--- src/sv/hcbd_pkg.sv ---
// ----------------------------------------------------------------------------
// hcbd_pkg
// Types, codes and character constants of the chunked body decoder.
// ----------------------------------------------------------------------------
package hcbd_pkg;

  typedef struct packed {
    logic       restart;
    logic       conn_closed;
    logic [7:0] data_byte;
  } in_item_t;

  typedef struct packed {
    logic [1:0] kind;
    logic [7:0] payload_byte;
    logic [1:0] error_code;
  } out_item_t;

  typedef enum logic [2:0] {
    PH_SIZE,
    PH_EXT,
    PH_BAD,
    PH_DATA,
    PH_SKIP,
    PH_DONE,
    PH_ERR
  } phase_e;

  typedef struct packed {
    phase_e     phase;
    logic       digit_seen;
    logic       trail_space_seen;
    logic       prev_was_cr;
    logic [1:0] skip_left;
  } ctl_state_t;

  localparam ctl_state_t CTL_RESET = '{phase: PH_SIZE, default: '0};

  localparam logic [1:0] KIND_PAYLOAD  = 2'd0;
  localparam logic [1:0] KIND_COMPLETE = 2'd1;
  localparam logic [1:0] KIND_ERROR    = 2'd2;

  localparam logic [1:0] ERR_NONE         = 2'd0;
  localparam logic [1:0] ERR_BAD_SIZE     = 2'd1;
  localparam logic [1:0] ERR_CLOSED_LINE  = 2'd2;
  localparam logic [1:0] ERR_CLOSED_CHUNK = 2'd3;

  localparam logic [1:0]  SKIP_BYTES     = 2'd2;
  localparam logic [31:0] MAX_BODY_RESET = 32'd1048576;

  localparam logic [7:0] CH_CR   = 8'h0D;
  localparam logic [7:0] CH_LF   = 8'h0A;
  localparam logic [7:0] CH_TAB  = 8'h09;
  localparam logic [7:0] CH_SP   = 8'h20;
  localparam logic [7:0] CH_SEMI = 8'h3B;

  // {valid, value} of an ASCII hex digit
  function automatic logic [4:0] hex_nibble(input logic [7:0] c);
    logic [4:0] r;
    r = '0;
    if (c >= 8'h30 && c <= 8'h39) begin
      r = {1'b1, 4'(c - 8'h30)};
    end else if (c >= 8'h61 && c <= 8'h66) begin
      r = {1'b1, 4'(c - 8'h57)};
    end else if (c >= 8'h41 && c <= 8'h46) begin
      r = {1'b1, 4'(c - 8'h37)};
    end
    return r;
  endfunction

  function automatic logic is_space(input logic [7:0] c);
    return (c == CH_SP) || (c == CH_TAB) || (c == CH_CR) || (c == CH_LF);
  endfunction

endpackage

--- src/sv/hcbd_step.sv ---
// ----------------------------------------------------------------------------
// hcbd_step
// Next-state and result logic for one raw body byte.
// ----------------------------------------------------------------------------
module hcbd_step #(
  parameter int unsigned SIZE_BITS = 32
) (
  input  hcbd_pkg::in_item_t   item_i,
  input  hcbd_pkg::ctl_state_t ctl_i,
  input  logic [SIZE_BITS-1:0] size_accum_i,
  input  logic [SIZE_BITS-1:0] chunk_left_i,
  input  logic [31:0]          body_count_i,
  input  logic [31:0]          max_body_i,
  output hcbd_pkg::ctl_state_t ctl_o,
  output logic [SIZE_BITS-1:0] size_accum_o,
  output logic [SIZE_BITS-1:0] chunk_left_o,
  output logic [31:0]          body_count_o,
  output logic                 has_result_o,
  output hcbd_pkg::out_item_t  result_o
);
  import hcbd_pkg::*;

  ctl_state_t           ctl;
  logic [SIZE_BITS-1:0] acc;
  logic [SIZE_BITS-1:0] left;
  logic [31:0]          body;
  logic [7:0]           b;
  logic [4:0]           nib;
  logic                 overflow;

  assign b = item_i.data_byte;

  always_comb begin
    ctl          = ctl_i;
    acc          = size_accum_i;
    left         = chunk_left_i;
    body         = body_count_i;
    has_result_o = 1'b0;
    result_o     = '0;
    nib          = hex_nibble(b);

    if (item_i.restart) begin
      ctl  = CTL_RESET;
      acc  = '0;
      left = '0;
      body = '0;
    end
    overflow = (acc[SIZE_BITS-1 -: 4] != 4'd0);

    priority if (ctl.phase == PH_DONE || ctl.phase == PH_ERR) begin
      // sticky until restart
    end else if (item_i.conn_closed) begin
      has_result_o    = 1'b1;
      result_o.kind   = KIND_ERROR;
      result_o.error_code =
        (ctl.phase == PH_DATA || ctl.phase == PH_SKIP) ? ERR_CLOSED_CHUNK : ERR_CLOSED_LINE;
      ctl.phase = PH_ERR;
    end else if (ctl.phase == PH_DATA) begin
      if (body < max_body_i) begin
        body                  = body + 32'd1;
        has_result_o          = 1'b1;
        result_o.kind         = KIND_PAYLOAD;
        result_o.payload_byte = b;
      end
      left = left - SIZE_BITS'(1);
      if (left == '0) begin
        ctl.phase     = PH_SKIP;
        ctl.skip_left = SKIP_BYTES;
      end
    end else if (ctl.phase == PH_SKIP) begin
      ctl.skip_left = ctl.skip_left - 2'd1;
      if (ctl.skip_left == 2'd0) begin
        if (body >= max_body_i) begin
          ctl.phase     = PH_DONE;
          has_result_o  = 1'b1;
          result_o.kind = KIND_COMPLETE;
        end else begin
          ctl = CTL_RESET;
          acc = '0;
        end
      end
    end else if (ctl.prev_was_cr && b == CH_LF) begin
      // end of size line
      ctl.prev_was_cr = 1'b0;
      if (ctl.phase == PH_BAD || !ctl.digit_seen) begin
        ctl.phase           = PH_ERR;
        has_result_o        = 1'b1;
        result_o.kind       = KIND_ERROR;
        result_o.error_code = ERR_BAD_SIZE;
      end else if (acc == '0) begin
        ctl.phase     = PH_DONE;
        has_result_o  = 1'b1;
        result_o.kind = KIND_COMPLETE;
      end else begin
        left      = acc;
        ctl.phase = PH_DATA;
      end
    end else begin
      // a CR not followed by LF is whitespace of the line
      if (ctl.prev_was_cr) begin
        ctl.prev_was_cr = 1'b0;
        if (ctl.phase == PH_SIZE && ctl.digit_seen) begin
          ctl.trail_space_seen = 1'b1;
        end
      end
      if (b == CH_CR) begin
        ctl.prev_was_cr = 1'b1;
      end else if (ctl.phase == PH_SIZE) begin
        priority if (b == CH_SEMI) begin
          ctl.phase = PH_EXT;
        end else if (is_space(b)) begin
          ctl.trail_space_seen = ctl.trail_space_seen | ctl.digit_seen;
        end else if (!nib[4] || ctl.trail_space_seen || overflow) begin
          ctl.phase = PH_BAD;
        end else begin
          acc            = {acc[SIZE_BITS-5:0], nib[3:0]};
          ctl.digit_seen = 1'b1;
        end
      end
    end

    ctl_o        = ctl;
    size_accum_o = acc;
    chunk_left_o = left;
    body_count_o = body;
  end

endmodule

--- src/sv/http_chunked_body_decoder_core.sv ---
// ----------------------------------------------------------------------------
// http_chunked_body_decoder_core
// De-chunks an HTTP/1.1 chunked response body, one raw byte per cycle unless stalled.
// ----------------------------------------------------------------------------
// Input channel (in_valid_i / in_stall_o / in_data_i): one raw body byte per
// transaction, with restart (clear decoder state first) and conn_closed.
// Output channel (out_valid_o / out_stall_i / out_data_o): zero or one result
// per input byte: a payload byte, body complete, or an error code.
// Config channel (cfg_valid_i / cfg_ready_o / cfg_data_i): max_body_bytes,
// always ready; write it only while the decoder is idle.
// Throughput is one byte per cycle while the result register is not stalled:
// the per-byte update is a single pass of logic between the input register
// and the result register, with the size accumulator, chunk counter and body
// counter updated in that same cycle; each byte passes both registers in turn.
// While the result register is stalled the input register holds one more
// byte; the input side stalls only when both are full.
// Reset clears the decoder to the start of a size line and the cap to
// 1048576. After completion or an error bytes are dropped until restart.
// ----------------------------------------------------------------------------
module http_chunked_body_decoder_core #(
  parameter int unsigned SIZE_BITS = 32
) (
  input  logic                 clk_i,
  input  logic                 rst_ni,
  input  logic                 in_valid_i,
  output logic                 in_stall_o,
  input  hcbd_pkg::in_item_t   in_data_i,
  output logic                 out_valid_o,
  input  logic                 out_stall_i,
  output hcbd_pkg::out_item_t  out_data_o,
  input  logic                 cfg_valid_i,
  output logic                 cfg_ready_o,
  input  logic [31:0]          cfg_data_i
);
  import hcbd_pkg::*;

  logic                 s1_valid_q;
  logic                 s1_valid_d;
  in_item_t             s1_item_q;
  logic                 out_valid_q;
  logic                 out_valid_d;
  out_item_t            out_item_q;
  logic [31:0]          max_body_q;

  ctl_state_t           ctl_q, ctl_d;
  logic [SIZE_BITS-1:0] size_accum_q, size_accum_d;
  logic [SIZE_BITS-1:0] chunk_left_q, chunk_left_d;
  logic [31:0]          body_count_q, body_count_d;
  logic                 has_result;
  out_item_t            result;

  logic out_free;
  logic advance;
  logic in_take;

  assign out_free    = !out_valid_q || !out_stall_i;
  assign advance     = s1_valid_q && out_free;
  assign in_stall_o  = s1_valid_q && !out_free;
  assign in_take     = in_valid_i && !in_stall_o;
  assign s1_valid_d  = in_take || (s1_valid_q && !advance);
  assign out_valid_d = advance ? has_result : (out_valid_q && out_stall_i);

  assign out_valid_o = out_valid_q;
  assign out_data_o  = out_item_q;
  assign cfg_ready_o = 1'b1;

  hcbd_step #(
    .SIZE_BITS(SIZE_BITS)
  ) u_step (
    .item_i      (s1_item_q),
    .ctl_i       (ctl_q),
    .size_accum_i(size_accum_q),
    .chunk_left_i(chunk_left_q),
    .body_count_i(body_count_q),
    .max_body_i  (max_body_q),
    .ctl_o       (ctl_d),
    .size_accum_o(size_accum_d),
    .chunk_left_o(chunk_left_d),
    .body_count_o(body_count_d),
    .has_result_o(has_result),
    .result_o    (result)
  );

  always_ff @(posedge clk_i or negedge rst_ni) begin
    if (!rst_ni) begin
      s1_valid_q   <= 1'b0;
      out_valid_q  <= 1'b0;
      max_body_q   <= MAX_BODY_RESET;
      ctl_q        <= CTL_RESET;
      size_accum_q <= '0;
      chunk_left_q <= '0;
      body_count_q <= '0;
    end else begin
      s1_valid_q  <= s1_valid_d;
      out_valid_q <= out_valid_d;
      if (cfg_valid_i && cfg_ready_o) begin
        max_body_q <= cfg_data_i;
      end
      if (advance) begin
        ctl_q        <= ctl_d;
        size_accum_q <= size_accum_d;
        chunk_left_q <= chunk_left_d;
        body_count_q <= body_count_d;
      end
    end
  end

  // payload registers
  always_ff @(posedge clk_i) begin
    if (in_take) begin
      s1_item_q <= in_data_i;
    end
    if (advance && has_result) begin
      out_item_q <= result;
    end
  end

endmodule

--- config.mk ---
export PLATFORM = sky130hd
export DESIGN_NAME = http_chunked_body_decoder_core
export DESIGN_NICKNAME = d
export VERILOG_FILES = /design/src/sv/hcbd_pkg.sv /design/src/sv/hcbd_step.sv /design/src/sv/http_chunked_body_decoder_core.sv
export SDC_FILE = /design/constraint.sdc
export NUM_CORES = 1
export LEC_CHECK = 0
export ABC_AREA = 1
export BUFFER_PORTS_ARGS = -buffer_cell sky130_fd_sc_hd__buf_2
export CORE_MARGIN = 1
export CORE_UTILIZATION = 43
export DETAILED_ROUTE_END_ITERATION = 7
export GPL_TIMING_DRIVEN = 0
export REMOVE_ABC_BUFFERS = 1
export SYNTH_ARGS = -nofsm -noshare
export SYNTH_HDL_FRONTEND = slang
export SYNTH_SLANG_ARGS = --single-unit
--- constraint.sdc ---
create_clock -name clk_i -period 3.6 [get_ports clk_i]
set_input_delay 0.72 -clock clk_i [delete_from_list [all_inputs] [get_ports clk_i]]
set_output_delay 0.72 -clock clk_i [all_outputs]
set_load 0.02 [all_outputs]
==> results_tabular.tex, run 1 <==
\begin{tabular}{lr}
\hline
Metric & Value \\
\hline
\multicolumn{2}{l}{\textbf{Status}} \\
Status & completed \\
\multicolumn{2}{l}{\textbf{Cells and area}} \\
Fraction of final layout cells sized beyond drive strength 1 & 9.81\% \\
Area of all placed cells without fillers & 13,400 um2 \\
Nets & 1,980 \\
Number of fill cells & 2,808 \\
Area growth syn-to-layout & 11.2\% \\
Antenna cell count & 0 \\
\multicolumn{2}{l}{\textbf{Setup path}} \\
Cells along the critical path & buf\_16, inv\_16, nand2\_1, nand2\_1, inv\_1, nor2\_4, nor2\_4, inv\_2, nor2\_4, inv\_2, nor2\_4, nand2\_2, inv\_1, nand3\_1, nor2\_1, xnor2\_1 \\
Launch point of the worst path & s1\_item\_q[9]\$\_DFFE\_PP\_ \\
Data required time of the critical path & 3.93 ns \\
Library cell contributing the largest single delay on the critical path & edfxtp\_1 \\
Critical Path Sink Type & flip-flop \\
Max stage delay on crit path & 0.50 ns \\
Startpoint type of the worst setup path & flip-flop \\
R2R Path Start & s1\_item\_q[9]\$\_DFFE\_PP\_ \\
Crit path kind & flip-flop to flip-flop \\
Most frequent cell on the critical path & nor2\_4 \\
Biggest fanout along the worst timing path & 44 \\
Arrival time reported for the critical path endpoint & 3.80 ns \\
\multicolumn{2}{l}{\textbf{STA}} \\
Unrepaired setup endpoints after global routing & yes \\
Setup Total Neg Slack & 0 ns \\
Count of final hold-check violations & 0 \\
Worst clock skew & 0.0159 ns \\
Max Transition Viols Final & 0 \\
Worst Max-Slew Pin Slew & 0.965 ns \\
Setup violation total in the final timing report & 0 \\
Maximum achievable frequency & 0.288 GHz \\
Share of the clock period used by the worst path & 96.4\% \\
Shortest period the worst path allows & 3.47 ns \\
Worst slew margin relative to its limit & 35.4\% \\
\multicolumn{2}{l}{\textbf{Routing}} \\
DRT Pass-1 Iters & 6 \\
Routed length per instance & 15.7 um \\
Residual DRC count & 0 \\
Post-DRT Antenna Nets & 0 \\
Average via count per standard cell & 5.28 \\
WL final & 35,800 um \\
Starting DRC count in detailed routing & 1,128 \\
Via count & 12,000 \\
\multicolumn{2}{l}{\textbf{Global route}} \\
Global route overflow & 0 \\
Total global-route track usage & 26.0\% \\
Pin count of the biggest net entering global routing & 85 \\
Number of antenna violations at the first check in global routing & 2 \\
Via count of the first global-routing pass & 11,000 \\
Global-route wire length before repair & 58,700 um \\
\multicolumn{2}{l}{\textbf{Synthesis}} \\
Fraction of the yosys area taken by sequential cells & 34.1\% \\
Cell count after synthesis & 1,866 \\
Average size of a mapped cell & 6.46 um2 \\
Cell Area, Synth & 12,100 um2 \\
Yosys top cell area share & 28.4\% \\
Commonest cells in the synthesized netlist & nand2\_1 (619), inv\_1 (255), nor2\_1 (219), dfrtp\_1 (137), nand3\_1 (97) \\
Yosys warns & 0 \\
Async SR Flop Fraction & 86.3\% \\
Yosys cell types & 51 \\
Top cells by area in the synthesized netlist & dfrtp\_1 (28\%), nand2\_1 (19\%), inv\_1 (7.9\%) \\
Prevailing post-synth register cell & dfrtp\_1 \\
Leading area contributor after synthesis & dfrtp\_1 \\
Most frequently used cell type in the post-synthesis netlist & nand2\_1 \\
Number of synthesized flops with an enable pin & 22 \\
Total of flip-flops plus latches after synthesis & 160 \\
\multicolumn{2}{l}{\textbf{Clock tree}} \\
TritonCTS clock tree & yes \\
Clock latency at the later pin of the worst-skew pair & 0.44 ns \\
Buffer levels on the longest clock path & 2 \\
Cts bufs inserted & 17 \\
Clock sinks & 160 \\
Root buffer cell & clkbuf\_16 \\
Number of H-tree levels & 4 \\
CTS clock-pin slew for the worst setup and hold paths & 0.08 ns \\
\multicolumn{2}{l}{\textbf{Floorplanning}} \\
Number of standard-cell rows in the floorplan & 60 \\
Placeable core area & 27,300 um2 \\
Die X & 169 um \\
Die boundary height & 169 um \\
Number of I/O pins & 62 \\
Initial Util & 44.2\% \\
Total Die Area & 28,700 um2 \\
\multicolumn{2}{l}{\textbf{Power}} \\
Reported leakage power & 6.94 nW \\
Pwr Density & 560 nW/um2 \\
IR Drop Worst-Case VDD & 0.330 mV \\
\multicolumn{2}{l}{\textbf{Hold path}} \\
Type of the worst min-delay path & input pin to asynchronous set/reset pin \\
\multicolumn{2}{l}{\textbf{Placed design}} \\
Routability Congestion & 0.926 \\
DP Wirelength & 24,800 um \\
Instance area after placement & 12,600 um2 \\
PortBufs & 60 \\
\multicolumn{2}{l}{\textbf{Flow run}} \\
Max-Cap Viols & 0 \\
\hline
\end{tabular}
-- power breakdown --
part | leakage [nW] | total, mW | switching, mW | internal [mW]
Sequential | 1.94 | 2.56 | 0.288 | 2.27
Clock | 0.291 | 1.88 | 0.873 | 1.00
Combinational | 4.71 | 3.06 | 2.13 | 0.935
-- placed cells by master (no fill, tap or decap), drive strengths merged, types with 10 or more instances in the layout --
cell type and instances:
clkbuf 19, nand4 45, xnor2 10, edfxtp 22
dfrtp 137, nor2 239, nand3 100, inv 266
a31oi 10, nor3 22, ha 40, a21oi 96
nand2 637, xor2 20, o21ai 101, buf 72
-- routing by layer --
| layer | GRT usage, % | up-vias | part of all wire, % |
|---|---|---|---|
| li1 | - | 5980 | - |
| met1 | 39.0 | 5527 | 48 |
| met2 | 38.8 | 463 | 42 |
| met3 | 4.52 | 45 | 8.3 |
| met4 | 5.68 | 2 | 1.3 |
| met5 | 0 | - | 0.036 |
-- path summary, 6_finish.rpt --
path	end	slack [ns]	cells past startpoint
max	body_count_q[30]$_DFFE_PN0P_	0.13	16
max reg2reg	body_count_q[30]$_DFFE_PN0P_	0.13	16
min reg2reg	body_count_q[22]$_DFFE_PN0P_	0.48	2
min	max_body_q[29]$_DFFE_PN0P_	0.31	1
max in group asynchronous	size_accum_q[6]$_DFFE_PN0P_	2.46	2
min in group clk_i	s1_item_q[8]$_DFFE_PP_	0.45	1
-- critical path, delay by kind of cell, from the launching register on --
kind          cells  cell delay [ns]
simple gates      9             1.47
buf+inv           6             1.23
flops             1             0.50
xor+xnor          1             0.12
-- cell type report --
class                           count  area (um2)  share of cell area [%]
Tap cell                          372         465                    3.47
Multi-Input combinational cell   1378        6730                    50.2
Timing Repair inverter              1        8.76                  0.0653
Clock buffer                       19         443                    3.30
Sequential cell                   160        4120                    30.7
Clock inverter                     13         145                    1.08
Timing Repair Buffer               72         489                    3.65
Inverter                          263        1010                    7.56
-- metrics by stage --
stage	instances	total power [mW]	hold WS, ns	utilization (%)	setup WS [ns]
2_1_floorplan	1798	4.66	0.424	-	-0.701
3_5_place_dp	2234	5.51	0.465	46.2	-2.19
6_report	2278	7.50	0.311	49.2	0.130
3_3_place_gp	2230	5.47	0.463	45.7	-3.58
5_1_grt	2278	8.05	0.379	49.2	-0.00853
4_1_cts	2274	7.45	0.351	48.9	0.0189
-- flip-flops by register name, indices dropped and copies added (netlist names) --
| name | flops |
|---|---|
| body_count_q | 32 |
| s1_valid_q | 1 |
| size_accum_q | 32 |
| max_body_q | 32 |
| chunk_left_q | 32 |
| s1_item_q | 10 |
| ctl_q | 8 |
| out_valid_o | 1 |
| out_data_o | 12 |
-- cell families after synthesis --
family | count (synthesis) | synth area share [%]
and+or+nand+nor | 1061 | 37.1
buffers and inverters | 331 | 11.2
AOI/OAI and AO/OA | 242 | 11.1
DFF | 160 | 34.1
adders and majority gates | 40 | 4.15
xor gates and xnor gates | 30 | 2.24
other | 1 | 0.0311
muxes | 1 | 0.0934
-- what timing repair did --
action | 4_1_cts | 5_1_grt
resized for setup | 18 | 17
endpoints found under the setup margin | 128 | 78
hold buffers | 0 | 0
pin swaps | 4 | 2
endpoints found under the hold margin | 0 | 0
buffers inserted | 5 | 3
gates cloned | 3 | 1
Power figures use the tool's default switching activity.
==> inputs of run 2 (changes only) <==
ABC_AREA = default   (was 1)
==> run 2 against run 1 <==
  * Sequential cell count unchanged
  * Non-clock buffer count up 43
  * Synthesized cell count down 37%
  * Hold slack better by 0.018 ns
  * Area after synthesis down 16%
  * Final area down 9.6%
  * Global-route usage down 1.6 points
  * Register-to-register slack worse by 0.07 ns
  * Critical endpoint is now size_accum_q[16]$_DFFE_PN0P_
  * Largest cell class unchanged
  * Largest power group is now registers
  * Highest routed layer is now met4
==> results_tabular.tex, run 2 <==
\begin{tabular}{lr}
\hline
Metric & Value \\
\hline
\multicolumn{2}{l}{\textbf{Setup path}} \\
Data required time of the critical path & 3.92 ns (about the same) \\
Startpoint type of the worst setup path & flip-flop \\
Biggest fanout along the worst timing path & 16 (-64\%) \\
Crit path kind & flip-flop to flip-flop \\
Critical Path Sink Type & flip-flop \\
Arrival time reported for the critical path endpoint & 3.86 ns (+0.06 ns) \\
\multicolumn{2}{l}{\textbf{Cells and area}} \\
Area growth syn-to-layout & 19.9\% \\
Fraction of final layout cells sized beyond drive strength 1 & 16.6\% (+6.8 points) \\
Antenna cell count & 0 (unchanged) \\
Highest-count cells in the layout ignoring fill and taps & dfrtp\_1 (137), nand2\_1 (135), o21ai\_0 (127) \\
End-of-flow core utilization & 53.1\% (+3.9 points) \\
Storage cell area & 4120 um2 (unchanged) \\
Total area of multi-input combinational cells & 5800 um2 (-14\%) \\
Most common library cell in the layout ignoring fill and taps & dfrtp\_1 \\
Number of fill cells & 2,083 (-26\%) \\
Nets & 1,321 (-33\%) \\
\multicolumn{2}{l}{\textbf{STA}} \\
Setup Total Neg Slack & 0 ns (unchanged) \\
Max Transition Viols Final & 0 (unchanged) \\
Hold Worst Slack & 0.329 ns (+0.0184 ns) \\
Share of the clock period used by the worst path & 98.3\% (+1.9 points) \\
Maximum achievable frequency & 0.283 GHz (-1.9\%) \\
Worst slew margin relative to its limit & 24.4\% (-11 points) \\
Worst clock skew & 0.0134 ns (-0.00252 ns) \\
Count of final hold-check violations & 0 (unchanged) \\
Worst Max-Slew Pin Slew & 1.12 ns (+0.160 ns) \\
Setup violation total in the final timing report & 0 (unchanged) \\
Shortest period the worst path allows & 3.54 ns (+0.0675 ns) \\
\multicolumn{2}{l}{\textbf{Floorplanning}} \\
Number of I/O pins & 62 (unchanged) \\
Die boundary height & 155 um (-8.3\%) \\
Placeable core area & 22,800 um2 (-16\%) \\
Die X & 155 um (-8.3\%) \\
Initial Util & 44.2\% (about the same) \\
Number of standard-cell rows in the floorplan & 55 (-8.3\%) \\
Total Die Area & 24,100 um2 (-16\%) \\
\multicolumn{2}{l}{\textbf{Synthesis}} \\
Yosys top cell area share & 33.9\% (+5.5 points) \\
Main combinational cell family by area after synthesis & simple AND/OR/NAND/NOR gates \\
Yosys warns & 0 (unchanged) \\
Total of flip-flops plus latches after synthesis & 160 (unchanged) \\
Area share of xor/xnor cells in the synthesized design & 3.81\% (+1.6 points) \\
Yosys cell types & 77 (+51\%) \\
Prevailing post-synth register cell & dfrtp\_1 \\
Fraction of the yosys area taken by sequential cells & 40.7\% (+6.6 points) \\
Cell count after synthesis & 1,176 (-37\%) \\
Commonest cells in the synthesized netlist & dfrtp\_1 (137), nand2\_1 (137), o21ai\_0 (130), nor2\_1 (72), clkbuf\_1 (66) \\
Average size of a mapped cell & 8.60 um2 (+33\%) \\
Simple logic cell fraction of the synthesized area & 23.3\% (-14 points) \\
Leading area contributor after synthesis & dfrtp\_1 \\
Cell Area, Synth & 10,100 um2 (-16\%) \\
Top cells by area in the synthesized netlist & dfrtp\_1 (34\%), edfxtp\_1 (6.5\%), o21ai\_0 (6.4\%) \\
Number of synthesized flops with an enable pin & 22 (unchanged) \\
Adder and majority gate portion of the synthesized area & 4.95\% (+0.80 points) \\
Mux cell area share after synthesis & 0.507\% (+0.41 points) \\
Complex-gate fraction of the synthesized area & 21.8\% (+11 points) \\
Async SR Flop Fraction & 86.3\% (unchanged) \\
\multicolumn{2}{l}{\textbf{Routing}} \\
Starting DRC count in detailed routing & 827 (-27\%) \\
Via count & 9,339 (-22\%) \\
WL final & 29,800 um (-17\%) \\
DRT Pass-1 Iters & 5 (-1) \\
Average via count per standard cell & 5.99 (+13\%) \\
Residual DRC count & 0 (unchanged) \\
Post-DRT Antenna Nets & 0 (unchanged) \\
Routed length per instance & 19.1 um (+22\%) \\
\multicolumn{2}{l}{\textbf{Clock tree}} \\
Hold-fix buffers, CTS & 0 (unchanged) \\
Clock latency at the later pin of the worst-skew pair & 0.43 ns (about the same) \\
Root buffer cell & clkbuf\_16 \\
Clock sinks & 160 (unchanged) \\
Cts bufs inserted & 17 (unchanged) \\
Number of H-tree levels & 4 (unchanged) \\
CTS clock-pin slew for the worst setup and hold paths & 0.07 ns (about the same) \\
TritonCTS clock tree & yes \\
Buffer levels on the longest clock path & 2 (unchanged) \\
\multicolumn{2}{l}{\textbf{Power}} \\
Reported leakage power & 5.14 nW (-26\%) \\
IR Drop Worst-Case VDD & 0.295 mV (-11\%) \\
Total power after layout & 4.90 mW (-35\%) \\
Pwr Density & 404 nW/um2 (-28\%) \\
\multicolumn{2}{l}{\textbf{Global route}} \\
Number of antenna violations at the first check in global routing & 0 (-2) \\
Global route overflow & 0 (unchanged) \\
Via count of the first global-routing pass & 8,556 (-22\%) \\
Global-route wire length before repair & 46,200 um (-21\%) \\
Pin count of the biggest net entering global routing & 77 (-9.4\%) \\
Total global-route track usage & 24.4\% (-1.6 points) \\
\multicolumn{2}{l}{\textbf{Placed design}} \\
PortBufs & 60 (unchanged) \\
DP Wirelength & 19,200 um (-23\%) \\
Routability Congestion & 0.880 (-5.1\%) \\
\multicolumn{2}{l}{\textbf{Hold path}} \\
Type of the worst min-delay path & input pin to asynchronous set/reset pin \\
\multicolumn{2}{l}{\textbf{Status}} \\
Status & completed \\
\multicolumn{2}{l}{\textbf{Flow run}} \\
Max-Cap Viols & 0 (unchanged) \\
\hline
\end{tabular}
[run 2: cell count changes after synthesis, moves of 27 or more]
cell,previous run,this run
nor2_1,219,72
nor2b_1,1,45
a21oi_1,96,57
inv_1,255,49
a22o_1,0,42
nand2_1,619,137
nand3_1,97,30
o21ai_0,94,130
clkbuf_1,37,66
nand4_1,45,18
[run 2: logic make-up after synthesis]
logic type      Yosys count
mux                       5
buf+inv                 127
simple gates            455
xor+xnor                 44
compound gates          344
flops                   160
other cells               1
fa+ha+maj                40
[run 2: final timing paths]
| kind | startpoint | to | slack (ns) | depth (start not counted) |
|---|---|---|---|---|
| hold / removal | rst_ni | max_body_q[7]$_DFFE_PN0P_ | 0.33 | 1 |
| setup reg to reg | s1_item_q[9]$_DFFE_PP_ | size_accum_q[16]$_DFFE_PN0P_ | 0.06 | 14 |
| min in group clk_i | in_data_i[2] | s1_item_q[2]$_DFFE_PP_ | 0.46 | 1 |
| max in group asynchronous | rst_ni | size_accum_q[10]$_DFFE_PN0P_ | 2.45 | 2 |
| hold reg to reg | ctl_q[1]$_DFFE_PN0P_ | ctl_q[1]$_DFFE_PN0P_ | 0.50 | 2 |
| setup / recovery | s1_item_q[9]$_DFFE_PP_ | size_accum_q[16]$_DFFE_PN0P_ | 0.06 | 14 |
[run 2: cell type report]
class,count,area share [%]
inverters,49,1.55
well taps,313,3.23
repair inverters,2,0.0826
clock buffers,17,3.51
repair buffers,115,8.36
multi-input cells,889,47.8
clock inverters,15,1.51
flip-flops and latches,160,33.9
[run 2: routing by layer]
metal	global-route usage, %	share of wire (%)	routed length (um)	vias up
li1	-	-	-	4410
met1	33.8	45	13500	4536
met2	39.5	47	14100	341
met3	3.15	5.8	1730	52
met4	7.75	1.9	574	0
met5	0	0	0	-
[run 2: power breakdown]
group	internal (mW)	switching [mW]	leakage, nW
clock network	1.10	0.816	0.288
logic	0.370	0.597	2.81
registers	1.92	0.0941	2.04
total	3.39	1.51	5.14
[run 2: what timing repair did]
action,CTS,global route
pin swaps,7,26
endpoints found under the setup margin,126,73
cloned,2,7
gates resized for setup,28,34
buffers inserted,9,27
[run 2: per-stage QoR]
stage                     cell area [um2]  worst slack (ns)  cells
after global placement              10500             -6.35   1471
after CTS                           11600          -0.00498   1525
after floorplan                      9800             -2.91   1098
after detailed placement            10800             -1.45   1482
after global routing                12100           -0.0350   1560
final                               12100            0.0629   1560
[run 2: critical path, cell delays in order, from the launching register on]
cell and delay, ns:
edfxtp_1 0.43, clkbuf_16 0.20, buf_16 0.16, nor2b_1 0.16
ha_1 0.27, nand4_1 0.19, nor2_2 0.06, a221o_1 0.34
o31a_1 0.35, o31ai_4 0.35, a21boi_4 0.27, o31ai_4 0.11
buf_6 0.15, clkbuf_16 0.16, a22o_1 0.23
==> inputs of run 3 (changes only) <==
CORE_UTILIZATION = 56   (was 43)
PLACE_DENSITY = 0.77   (was default)
==> run 3 against run 2 <==
  * The flow now finishes with violations (setup timing)
  * Register-to-register slack worse by 0.07 ns
  * Setup slack worse by 0.071 ns
  * Utilization grew 14 points
  * Critical endpoint is now size_accum_q[13]$_DFFE_PN0P_
  * Largest power group unchanged
==> results_tabular.tex, run 3 (synthesis results as in run 2) <==
\begin{tabular}{lr}
\hline
Metric & Value \\
\hline
\multicolumn{2}{l}{\textbf{STA}} \\
Max Transition Viols Final & 0 (unchanged) \\
Setup slack after layout & -0.00769 ns (-0.0706 ns) \\
Share of the clock period used by the worst path & 100\% (+2.0 points) \\
Setup violation total in the final timing report & 1 (+1) \\
Maximum achievable frequency & 0.277 GHz (-2.0\%) \\
Shortest period the worst path allows & 3.61 ns (+0.0706 ns) \\
Worst clock skew & 0.0104 ns (-0.00294 ns) \\
Worst slew margin relative to its limit & 9.78\% (-15 points) \\
Worst Max-Slew Pin Slew & 1.35 ns (+0.225 ns) \\
Count of final hold-check violations & 0 (unchanged) \\
\multicolumn{2}{l}{\textbf{Routing}} \\
DRT Pass-1 Iters & 6 (+1) \\
Residual DRC count & 0 (unchanged) \\
Average via count per standard cell & 6.51 (+8.7\%) \\
Starting DRC count in detailed routing & 964 (+17\%) \\
Via count & 9,467 (+1.4\%) \\
Post-DRT Antenna Nets & 0 (unchanged) \\
WL final & 29,100 um (-2.5\%) \\
Routed length per instance & 20.0 um (+4.5\%) \\
\multicolumn{2}{l}{\textbf{Hold path}} \\
Type of the worst min-delay path & input pin to asynchronous set/reset pin \\
\multicolumn{2}{l}{\textbf{Cells and area}} \\
Highest-count cells in the layout ignoring fill and taps & dfrtp\_1 (137), nand2\_1 (135), o21ai\_0 (128) \\
Area of all placed cells without fillers & 11,700 um2 (-3.3\%) \\
Fraction of final layout cells sized beyond drive strength 1 & 14.8\% (-1.8 points) \\
Nets & 1,304 (-1.3\%) \\
Storage cell area & 4120 um2 (unchanged) \\
Area growth syn-to-layout & 16.0\% \\
End-of-flow core utilization & 67.1\% (+14 points) \\
Total area of multi-input combinational cells & 5800 um2 (unchanged) \\
Number of fill cells & 1,365 (-34\%) \\
Antenna cell count & 0 (unchanged) \\
Most common library cell in the layout ignoring fill and taps & dfrtp\_1 \\
\multicolumn{2}{l}{\textbf{Flow run}} \\
Max-Cap Viols & 0 (unchanged) \\
\multicolumn{2}{l}{\textbf{Clock tree}} \\
CTS clock-pin slew for the worst setup and hold paths & 0.07 ns (about the same) \\
Root buffer cell & clkbuf\_16 \\
Buffer levels on the longest clock path & 2 (unchanged) \\
Number of H-tree levels & 4 (unchanged) \\
TritonCTS clock tree & yes \\
Clock sinks & 160 (unchanged) \\
Clock latency at the later pin of the worst-skew pair & 0.44 ns (about the same) \\
Cts bufs inserted & 17 (unchanged) \\
Hold-fix buffers, CTS & 0 (unchanged) \\
\multicolumn{2}{l}{\textbf{Setup path}} \\
Startpoint type of the worst setup path & flip-flop \\
Data required time of the critical path & 3.92 ns (about the same) \\
R2r setup slk & -0.008 ns (-0.07 ns) \\
Critical Path Sink Type & flip-flop \\
Biggest fanout along the worst timing path & 13 (-3) \\
Reg-to-reg critical path endpoint & size\_accum\_q[13]\$\_DFFE\_PN0P\_ \\
Category of cells accounting for the largest share of critical-path delay & compound AO/OA/AOI/OAI gates \\
R2R Path Start & s1\_item\_q[9]\$\_DFFE\_PP\_ \\
Library cell contributing the largest single delay on the critical path & edfxtp\_1 \\
Critical path buffer and inverter count & 4 (unchanged) \\
Max stage delay on crit path & 0.46 ns (+0.03 ns) \\
Arrival time reported for the critical path endpoint & 3.93 ns (+0.07 ns) \\
Cells along the critical path & clkbuf\_16, buf\_16, nor2b\_4, ha\_1, nand4\_1, nor2\_1, a221o\_1, o31a\_1, o31ai\_4, a21boi\_4, o31ai\_4, buf\_12, clkbuf\_16, a22o\_1 \\
Cells on worst reg2reg path & 14 (unchanged) \\
Crit path kind & flip-flop to flip-flop \\
\multicolumn{2}{l}{\textbf{Floorplanning}} \\
Total Die Area & 18,600 um2 (-23\%) \\
Number of standard-cell rows in the floorplan & 48 (-13\%) \\
Number of I/O pins & 62 (unchanged) \\
Placeable core area & 17,500 um2 (-24\%) \\
Initial Util & 57.8\% (+14 points) \\
Die boundary height & 136 um (-12\%) \\
Die X & 136 um (-12\%) \\
\multicolumn{2}{l}{\textbf{Placed design}} \\
DP Wirelength & 18,400 um (-4.2\%) \\
PortBufs & 60 (unchanged) \\
Routability Congestion & 0.914 (+3.9\%) \\
Instance area after placement & 10,600 um2 (-1.5\%) \\
\multicolumn{2}{l}{\textbf{Power}} \\
IR Drop Worst-Case VDD & 0.447 mV (+52\%) \\
Reported leakage power & 4.99 nW (-3.0\%) \\
Pwr Density & 403 nW/um2 (-0.23\%) \\
\multicolumn{2}{l}{\textbf{Global route}} \\
Global-route wire length before repair & 44,600 um (-3.4\%) \\
Pin count of the biggest net entering global routing & 71 (-7.8\%) \\
Number of antenna violations at the first check in global routing & 0 (unchanged) \\
Via count of the first global-routing pass & 8,563 (+0.082\%) \\
Total global-route track usage & 31.0\% (+6.7 points) \\
Global route overflow & 0 (unchanged) \\
\multicolumn{2}{l}{\textbf{Status}} \\
Status & finished, violations left \\
Violated checks & setup timing \\
\hline
\end{tabular}
-- run 3: report_power, final --
group | switching (mW) | total (mW) | internal (mW)
Combinational | 0.586 | 0.924 | 0.337
Sequential | 0.0961 | 2.02 | 1.92
Clock | 0.768 | 1.79 | 1.02
-- run 3: layout make-up --
cell class | count | area share [%]
flip-flops and latches | 160 | 35.1
clock buffers | 18 | 3.66
inverters | 49 | 1.60
repair inverters | 2 | 0.0854
well taps | 225 | 2.40
multi-input cells | 889 | 49.5
clock inverters | 14 | 1.19
repair buffers | 98 | 6.52
-- run 3: repair_timing --
| item | in CTS | in global routing |
|---|---|---|
| gates cloned | 2 | 4 |
| setup endpoints to repair | 126 | 78 |
| endpoints found under the hold margin | 0 | 0 |
| buffers inserted | 11 | 14 |
| pin swaps | 7 | 9 |
| gates resized for setup | 26 | 30 |
-- run 3: worst register-to-register path, stage by stage, from the launching register on --
cell and delay, ns:
edfxtp_1 0.46, clkbuf_16 0.22, buf_16 0.16, nor2b_4 0.16, ha_1 0.29, nand4_1 0.14
nor2_1 0.05, a221o_1 0.33, o31a_1 0.40, o31ai_4 0.37, a21boi_4 0.28, o31ai_4 0.08
buf_12 0.16, clkbuf_16 0.16, a22o_1 0.24
-- run 3: metrics by stage --
| stage | instances | setup TNS (ns) | setup slack [ns] | hold slack (ns) | total power [mW] |
|---|---|---|---|---|---|
| after global routing | 1455 | -1.35 | -0.0474 | 0.358 | 4.90 |
| after CTS | 1437 | 0 | 0.00606 | 0.332 | 4.64 |
| after detailed placement | 1392 | -136.36 | -1.61 | 0.482 | 2.85 |
| after global placement | 1383 | -589.59 | -6.13 | 0.474 | 2.80 |
| after floorplan | 1098 | -231.34 | -2.91 | 0.424 | 2.54 |
| final | 1455 | -0.00769 | -0.00769 | 0.305 | 4.73 |
-- run 3: worst max path at each step --
stage | from | endpoint | depth (start not counted) | slack, ns
3_3_place_gp | s1_item_q[9]$_DFFE_PP_ | size_accum_q[24]$_DFFE_PN0P_ | 11 | -6.13
3_5_place_dp | s1_item_q[9]$_DFFE_PP_ | body_count_q[17]$_DFFE_PN0P_ | 12 | -1.61
6_report | s1_item_q[9]$_DFFE_PP_ | size_accum_q[13]$_DFFE_PN0P_ | 14 | -0.008
5_1_grt | s1_item_q[9]$_DFFE_PP_ | out_data_o[4]$_SDFFCE_PP0P_ | 13 | -0.05
4_1_cts | s1_item_q[9]$_DFFE_PP_ | size_accum_q[24]$_DFFE_PN0P_ | 13 | 0.006
2_1_floorplan | s1_item_q[9]$_DFFE_PP_ | size_accum_q[10]$_DFFE_PN0P_ | 11 | -2.91
-- run 3: layer usage --
layer	part of all wire [%]	track usage [%]	vias up	wire [um]
met5	0	0	-	0
li1	-	-	4379	-
met4	3.5	14.9	0	1020
met2	46	47.9	454	13500
met1	42	42.1	4548	12200
met3	8.2	5.56	86	2390
